<file path="src/hw/rtl/srn_pkg.sv">
// ----------------------------------------------------------------------------
// srn_pkg: shared types and constants of the sparse recurrent network step
// Widths, codes and the command and status words between the controller
// and the datapath.
// ----------------------------------------------------------------------------
package srn_pkg;

  localparam int MaxNeurons = 64;
  localparam int NeuronAw   = $clog2(MaxNeurons);
  localparam int MaxConns   = 256;
  localparam int ConnAw     = $clog2(MaxConns);
  localparam int ValueW     = 16;
  localparam int AccW       = 40;
  localparam int SigW       = 13;

  typedef enum logic [1:0] {
    ACT_CLEAR = 2'd0,
    ACT_ADD   = 2'd1,
    ACT_INPUT = 2'd2,
    ACT_NONE  = 2'd3
  } action_e;

  typedef enum logic [1:0] {
    CFG_INPUTS  = 2'd0,
    CFG_OUTPUTS = 2'd1,
    CFG_HIDDEN  = 2'd2,
    CFG_SPARE   = 2'd3
  } cfg_idx_e;

  typedef enum logic [2:0] {
    ST_IDLE,
    ST_WALK,
    ST_DRAIN,
    ST_SIG,
    ST_COMMIT,
    ST_FIN
  } state_e;

  typedef struct packed {
    logic                load;
    logic                acc_clr;
    logic                issue;
    logic [ConnAw-1:0]   conn_idx;
    logic [NeuronAw-1:0] dst;
    logic                sig_start;
    logic                cmt_rd;
  } cmd_t;

  typedef struct packed {
    logic [ConnAw:0]   conn_cnt;
    logic [NeuronAw:0] n;
    logic [NeuronAw:0] base;
    logic              pipe_busy;
    logic              sig_done;
  } sts_t;

endpackage

</file>
<file path="src/hw/rtl/srn_ctrl.sv">
// ----------------------------------------------------------------------------
// srn_ctrl: sequencer of the network step
// Takes words, then walks the connection table once per computed neuron,
// runs the sigmoid and sweeps the new values into the neuron store.
// ----------------------------------------------------------------------------
module srn_ctrl (
  input  logic           clk_i,
  input  logic           rst_ni,
  input  logic           start_i,
  input  logic [1:0]     action_i,
  input  logic           last_input_i,
  input  srn_pkg::sts_t  sts_i,
  output srn_pkg::cmd_t  cmd_o,
  output logic           busy_o
);
  import srn_pkg::*;

  state_e state_q, state_d;
  logic [NeuronAw:0] dst_q, dst_d;
  logic [ConnAw:0] idx_q, idx_d;

  always_ff @(posedge clk_i or negedge rst_ni) begin
    if (!rst_ni) begin
      state_q <= ST_IDLE;
      dst_q   <= '0;
      idx_q   <= '0;
    end else begin
      state_q <= state_d;
      dst_q   <= dst_d;
      idx_q   <= idx_d;
    end
  end

  always_comb begin
    state_d       = state_q;
    dst_d         = dst_q;
    idx_d         = idx_q;
    cmd_o         = '0;
    cmd_o.dst     = dst_q[NeuronAw-1:0];
    cmd_o.conn_idx = idx_q[ConnAw-1:0];
    busy_o        = 1'b1;
    case (state_q)
      ST_IDLE: begin
        busy_o = 1'b0;
        if (start_i) begin
          cmd_o.load = 1'b1;
          if (action_i == ACT_INPUT && last_input_i && sts_i.base < sts_i.n) begin
            dst_d         = sts_i.base;
            idx_d         = '0;
            cmd_o.acc_clr = 1'b1;
            state_d       = ST_WALK;
          end
        end
      end
      ST_WALK: begin
        if (idx_q < sts_i.conn_cnt) begin
          cmd_o.issue = 1'b1;
          idx_d       = idx_q + 1'b1;
        end else begin
          state_d = ST_DRAIN;
        end
      end
      ST_DRAIN: begin
        if (!sts_i.pipe_busy) begin
          cmd_o.sig_start = 1'b1;
          state_d         = ST_SIG;
        end
      end
      ST_SIG: begin
        if (sts_i.sig_done) begin
          if (dst_q + 1'b1 < sts_i.n) begin
            dst_d         = dst_q + 1'b1;
            idx_d         = '0;
            cmd_o.acc_clr = 1'b1;
            state_d       = ST_WALK;
          end else begin
            dst_d   = sts_i.base;
            state_d = ST_COMMIT;
          end
        end
      end
      ST_COMMIT: begin
        cmd_o.cmt_rd = 1'b1;
        if (dst_q + 1'b1 < sts_i.n) begin
          dst_d = dst_q + 1'b1;
        end else begin
          state_d = ST_FIN;
        end
      end
      ST_FIN: begin
        state_d = ST_IDLE;
      end
      default: begin
        state_d = ST_IDLE;
      end
    endcase
  end

endmodule

</file>
<file path="config.mk">
export PLATFORM = sky130hd
export DESIGN_NAME = srn_ctrl
export DESIGN_NICKNAME = d
export VERILOG_FILES = /design/src/hw/rtl/srn_pkg.sv /design/src/hw/rtl/srn_ctrl.sv
export SDC_FILE = /design/constraint.sdc
export NUM_CORES = 1
export LEC_CHECK = 0
export BUFFER_PORTS_ARGS = -buffer_cell sky130_fd_sc_hd__buf_2
export CAP_MARGIN = 25
export CORE_UTILIZATION = 53
export CTS_CLUSTER_DIAMETER = 50
export DETAILED_ROUTE_END_ITERATION = 12
export MAX_ROUTING_LAYER = met4
export PLACE_DENSITY = 0.87
export SLEW_MARGIN = 15
export SYNTH_ARGS = -nofsm -noshare
export SYNTH_HDL_FRONTEND = slang
export SYNTH_SLANG_ARGS = --single-unit
</file>
<file path="constraint.sdc">
create_clock -name clk_i -period 3.39 [get_ports clk_i]
set_input_delay 0.1695 -clock clk_i [delete_from_list [all_inputs] [get_ports clk_i]]
set_output_delay 0.1695 -clock clk_i [all_outputs]
set_load 0.01 [all_outputs]
</file>
# After elaboration in Yosys (flattened, before gate mapping)
# Index checks and enable logic that the tools add are counted.
[classes]
addsub = 2
multipliers = 0
div = 0
magnitude_cmp = 3
eq_ne = 14
shift = 0
muxes = 32
bitwise = 0
reduce_logical = 8
[ops]
columns = ["operator", "n"]
rows = [
  ["9-bit two-way mux", 5],
  ["7-bit two-way mux", 5],
  ["9-bit one-hot mux with 3 select lines", 1],
  ["3-bit two-way mux", 7],
  ["7-bit one-hot mux with 3 select lines", 1],
  ["2-bit inequality test, second input constant", 9],
  ["3-bit one-hot mux with 5 select lines", 1],
  ["7-bit < comparator", 2],
  ["6-bit AND reduction", 2],
  ["1-bit two-way mux", 10],
  ["9-bit by 1-bit adder with 9-bit output, second input constant", 1],
  ["9-bit < comparator", 1],
  ["7-bit by 1-bit adder with 7-bit output, second input constant", 1],
  ["3-bit by 2-bit equality test with 1-bit output, second input constant", 2],
  ["3-bit nonzero test", 2],
  ["5-bit AND reduction", 1],
  ["3-bit by 1-bit equality test with 1-bit output, second input constant", 1],
  ["3-bit equality test, second input constant", 1],
  ["3-bit logical NOT", 1],
  ["2-bit equality test, second input constant", 1],
  ["1-bit logical AND", 2],
  ["2-bit two-way mux", 1],
  ["1-bit one-hot mux with 2 select lines", 1],
]
[word_totals]
ff_bits = 19
latch_bits = 0
ram_bits = 0
rom_bits = 0
inputBits = 31
output_inout_bits = 20
memories = 0

# Logic depth before layout (Yosys ltp)
[logic_depth]
depth_word = 6
mapped_depth = 12

# Least setup slack after synthesis
# Ideal clock, no wire load.
[synth_timing]
path_type = "register to register"
from = "reg dst_q[0]"
to = "reg idx_q[0]"
t_arrival_ns = 2.533
required_time_ns = 3.265
setup_slack_ns = 0.732
path_stages_with_launch = 12
n_path_buf = 0
path_cell_list = "dfrtp_1 > ha_1 > nand3_1 > nor2_1 > xor2_1 > ha_1 > nand4_1 > inv_1 > a221oi_4 > nand2_2 > a221o_1 > mux2_4"
[synth_between]
elab_chain_cells = 4
[synth_rtl]
columns = ["item", "line", "source"]
rows = [
  ["start, declared", "srn_ctrl.sv:19", "logic [NeuronAw:0] dst_q, dst_d;"],
  ["start signal, assigned", "srn_ctrl.sv:29", "dst_q <= dst_d;"],
  ["7-bit by 1-bit adder with 7-bit output", "srn_ctrl.sv:71", "if (dst_q + 1'b1 < sts_i.n) begin"],
  ["7-bit < comparator", "srn_ctrl.sv:71", ""],
  ["2-bit inequality test (no source line)", "n/a", ""],
  ["6-bit AND reduction (no source line)", "n/a", ""],
  ["end signal, assigned", "srn_ctrl.sv:30", "idx_q <= idx_d;"],
  ["end, declared", "srn_ctrl.sv:20", "logic [ConnAw:0] idx_q, idx_d;"],
]
# No other way between the ends.
# A chain may end at the register's enable or synchronous reset.

# Worst setup path in the final report
[layout_timing]
from = "reg dst_q[0]"
to = "reg dst_q[0]"
[layout_between]
elab_chain_cells = 5
word_cells_on_any_way = 8
cone_classes = "add/sub (1); order compare (1); eq/ne (1); mux (4); reduce/logical (1)"
[layout_rtl]
columns = ["item", "line", "source"]
rows = [
  ["7-bit by 1-bit adder with 7-bit output *", "n/a", ""],
  ["7-bit < comparator", "srn_ctrl.sv:71, srn_ctrl.sv:84", ""],
  ["7-bit two-way mux", "srn_ctrl.sv:71", ""],
  ["7-bit two-way mux", "srn_ctrl.sv:70", "if (sts_i.sig_done) begin"],
  ["7-bit one-hot mux with 3 select lines", "srn_ctrl.sv:42", "case (state_q)"],
]
# Every way passes the cells marked *; elsewhere a longest branch is shown, timed or not. The select of a mux whose other input is x is not followed.

==> metrics.sh <==
RUN_STATUS='complete, no violations'
ROUTEDWLPERCELL_UM=13.3
PIN_COUNT=51
GRT_FIRST_PASS_WIRELENGTH_UM=6110
MOST_FREQUENT_CELL_AFTER_SYNTHESIS='sky130_fd_sc_hd__inv_1'
SYNTH.LIB_CELLS_USED.DISTINCT=51
WORST-ENDPOINT-ARRIVAL_NS=3.26
SYNTH_LARGEST_TYPE_AREA_FRACTION_PCT=25.6
HOLD_CLASS='in2reg'
DETAILED_PLACE_HPWL_UM=3280
DIE_W_UM=61.2
SYNTH.CELLS.MOST_FREQUENT='sky130_fd_sc_hd__inv_1 (24), sky130_fd_sc_hd__ha_1 (22), sky130_fd_sc_hd__nand2_1 (20), sky130_fd_sc_hd__dfrtp_1 (19), sky130_fd_sc_hd__buf_4 (17)'
POST_SYNTH_FA_HA_MAJ_AREA_FRACTION_PCT=14.8
TRITONCTS='yes'
POST_LAYOUT_NETS=308
TIMING_LIMITED_MAXIMUM_FREQUENCY_MHz=325
TOTAL_NUMBER_OF_CLOCK_TREE_SINKS=19
CTS_MAX_PATH_BUFFERS=2
CP_SLOWEST_CELL='sky130_fd_sc_hd__a221oi_2'
TIMING.CRITICAL_PATH.TO_TYPE='register'
POWER.IR.VDD_WORST_mV=0.336
HOLD_BUFFERS_POST_CTS=1
VIA_COUNT_OF_THE_FIRST_GLOBAL_ROUTING_PASS=1389
ANTENNA_FOUND_INITIAL=0
ASYNC_FLOP_SHARE_PCT=100
STATIC-LEAKAGE-POWER_uW=0.00113
CP_COMMON_CELL='sky130_fd_sc_hd__ha_1'
POWER.TOTAL_uW=1390
POST_SYNTH.CELL_AREA_AVG_UM2=8.53
TNS_NS=0
MAX_CAP_VIOLATIONS=0
POST_SYNTH_XOR_AREA_FRACTION_PCT=2.36
WIRELENGTH_UM=3990
MIN_PERIOD_OVER_PERIOD_PCT=90.6
SYNTH-COMPOUND-AREA-SHARE_PCT=22.7
AREA_GROWTH_SYN_TO_LAYOUT_PCT=10.9
INSERTEDDIODECOUNT=0
POSTROUTEANTENNANETS=0
PWR_DENSITY_CELL_nW_PER_UM2=674
FINAL.HOLD.WORST_SLACK_NS=0.207
FINAL_LAYOUT_SIZE_SUFFIX_GT1_SHARE_PCT=27.2
VIASPERCELL=5.57
FLOORPLAN.INITIALDENSITY_PCT=55.7
GRT_USAGE_PCT=22.5
FINALWEIGHTEDCONGESTION=0.805
POSTSYNTHCELLCOUNT=218
GRT_REMAINING_OVERFLOW=0
TIMING.MAX_SLEW.REL_SLACK_PCT=40.6
ENDPOINT_REQUIRED_TIME_ON_THE_CRITICAL_PATH_NS=3.58
REPORT.FINAL.HOLD_VIOL_COUNT=0
FP.DIEH_UM=61.2
SYNTH.AREA.MUX_SHARE_PCT=4.58
WORST-PATH-BUF-INV=1
EDFF_COUNT_SYNTH=0
MAXSLEWVIOLCOUNT=0
FLOORPLAN.CORE_AREA_UM2=3340
VIAS=1671
TOTAL_DIE_AREA_UM2=3750
SYNTH_SIMPLE_GATE_AREA_SHARE_PCT=17.3
SYNTH_WARN=0
DRT_INITIAL_VIOLATIONS=34
CTS_SETUP_BUFFERS=0
FINAL_UTIL_PCT=61.8
BUFFER_PORTS.INSERTED=50
TRITONCTS.NUM_BUFFERS=3
TIMING.SETUP.CRITICAL_PATH_CLASS='reg2reg'
SYNTH.LARGEST_AREA_CELL='sky130_fd_sc_hd__dfrtp_1'
CTS.HTREE.LEVELS=1
LARGEST_FAMILY_OF_LOGIC_CELLS_BY_SYNTHESIZED_AREA='compound AO/OA/AOI/OAI gates'
DRT_PASS1_ITERATIONS=4
PATH_CELLS='ha_1 > nand3_1 > nor2_1 > xor2_1 > ha_1 > nand4_1 > inv_1 > a221oi_4 > a221oi_2 > nor3b_1 > a211o_1'
GRT_START_MAX_NET_PINS=20
ROWS=21
SYNTH_FP_NETS=271
POST-ROUTE-DRC-COUNT=0
DOMINANT_DELAY_CONTRIBUTOR_BY_CELL_FAMILY_ON_THE_CRITICAL_PATH='compound AO/OA/AOI/OAI gates'
FINCLKSKEW_NS=0.0122
YS.FLOP_TYPE='sky130_fd_sc_hd__dfrtp_1'
SYNTHTOPCELLSBYAREA='sky130_fd_sc_hd__dfrtp_1 (26%), sky130_fd_sc_hd__ha_1 (15%), sky130_fd_sc_hd__buf_4 (6.9%), sky130_fd_sc_hd__inv_1 (4.8%), sky130_fd_sc_hd__nand2_1 (4.0%)'
PATH_CLK_SLEW_NS=0.12
SLOWEST_DELAY_NS=0.78
CLOCK_LATENCY_ON_THE_WORST_SKEW_PAIR_NS=0.30
TIGHTESTPINTRANSITION_NS=0.892
SYNTH_SEQUENTIAL_AREA_RATIO_PCT=25.6
NUMBER_OF_FILL_CELLS=310
LAYOUT_MIN_CYCLE_TIME_NS=3.07
POST_SYNTHESIS_REGISTER_BIT_COUNT=19
CRITICAL_PATH.STARTPOINT_TYPE='register'
REGISTER_AREA_UM2=475
SETUP_VIOLATING_ENDPOINT_COUNT_IN_THE_FINAL_REPORT=0
CLK_ROOT_BUFFER_CELL='sky130_fd_sc_hd__clkbuf_4'
NETLIST_AREA_UM2=1860
MULTI_INPUT_AREA_UM2=1150
CRITICAL_PATH.MAX_FANOUT=15
GRT_SETUP_UNREPAIRED='false'
CTS_REPAIR_RESIZE_COUNT=0
==> sequential cells by signal, summed over array words and instances (netlist names) <==
signal,cells
state_q,3
dst_q,7
idx_q,9
==> power by group <==
group          internal [uW]  total [uW]  switching, uW  leakage (uW)
Sequential               308         431            123      0.000245
Combinational            369         842            473      0.000864
Clock                   44.0         117           72.6     0.0000177
Total                    721        1390            669       0.00113
==> stage by stage <==
| step | setup WS (ns) | std cells | area (um^2) |
|---|---|---|---|
| 4_1_cts | 0.321 | 300 | 2060 |
| 2_1_floorplan | 0.732 | 218 | 1860 |
| 3_3_place_gp | 0.487 | 295 | 2020 |
| 5_1_grt | 0.0543 | 300 | 2060 |
| 3_5_place_dp | 0.331 | 295 | 2020 |
| 6_report | 0.318 | 300 | 2060 |
==> layer usage <==
metal	global-route usage (%)	part of all wire (%)
met5	-	0
met1	29.2	48
met2	36.3	48
met4	8.44	1.0
met3	2.10	3.3
==> placed cells by master (no fill, tap or decap), types with 3 or more instances in the layout <==
master,count
sky130_fd_sc_hd__a21o_1,4
sky130_fd_sc_hd__a21oi_1,11
sky130_fd_sc_hd__and2_1,3
sky130_fd_sc_hd__and3_1,4
sky130_fd_sc_hd__buf_2,50
sky130_fd_sc_hd__clkbuf_4,3
sky130_fd_sc_hd__dfrtp_1,19
sky130_fd_sc_hd__ha_1,22
sky130_fd_sc_hd__inv_1,24
sky130_fd_sc_hd__mux2i_1,7
sky130_fd_sc_hd__nand2_1,20
sky130_fd_sc_hd__nand3_1,5
sky130_fd_sc_hd__nand4_1,3
sky130_fd_sc_hd__nor2_1,11
sky130_fd_sc_hd__nor3_1,5
sky130_fd_sc_hd__o21ai_0,10
sky130_fd_sc_hd__o22ai_1,3
sky130_fd_sc_hd__o31a_1,4
sky130_fd_sc_hd__o32a_1,3
sky130_fd_sc_hd__xor2_1,3
==> final cells by class <==
cell class | instances | area share [%]
Multi-Input combinational cell | 155 | 55.6
Sequential cell | 19 | 23.1
Timing Repair Buffer | 51 | 12.6
Inverter | 25 | 4.55
Tap cell | 46 | 2.79
Clock buffer | 3 | 1.09
Clock inverter | 1 | 0.243
==> kinds of logic (layout without fill, tap and decap cells) <==
| family | Yosys count | in the layout |
|---|---|---|
| AO/OA/AOI/OAI | 56 | 56 |
| XOR/XNOR | 5 | 5 |
| adder cells (fa/ha/maj) | 22 | 22 |
| buffers and inverters | 44 | 80 |
| flip-flops | 19 | 19 |
| multiplexers | 8 | 8 |
| AND/OR/NAND/NOR | 64 | 64 |
==> worst reg2reg max path, stage by stage, from the launching register on <==
cell	delay (ns)
sky130_fd_sc_hd__dfrtp_1	0.45
sky130_fd_sc_hd__ha_1	0.25
sky130_fd_sc_hd__nand3_1	0.17
sky130_fd_sc_hd__nor2_1	0.17
sky130_fd_sc_hd__xor2_1	0.10
sky130_fd_sc_hd__ha_1	0.34
sky130_fd_sc_hd__nand4_1	0.11
sky130_fd_sc_hd__inv_1	0.10
sky130_fd_sc_hd__a221oi_4	0.11
sky130_fd_sc_hd__a221oi_2	0.78
sky130_fd_sc_hd__nor3b_1	0.10
sky130_fd_sc_hd__a211o_1	0.29
==> final timing paths <==
check | slack, ns | to | depth (start not counted) | startpoint
max in group asynchronous | 2.78 | idx_q[6] | 2 | rst_ni
setup reg to reg | 0.32 | dst_q[0] | 11 | dst_q[0]
hold reg to reg | 0.54 | dst_q[6] | 2 | dst_q[6]
min in group asynchronous | 0.31 | dst_q[2] | 2 | rst_ni
setup / recovery | 0.32 | dst_q[0] | 11 | dst_q[0]
hold / removal | 0.21 | dst_q[1] | 3 | sts_i[3]
No activity file was read; power rests on OpenSTA's default activity.
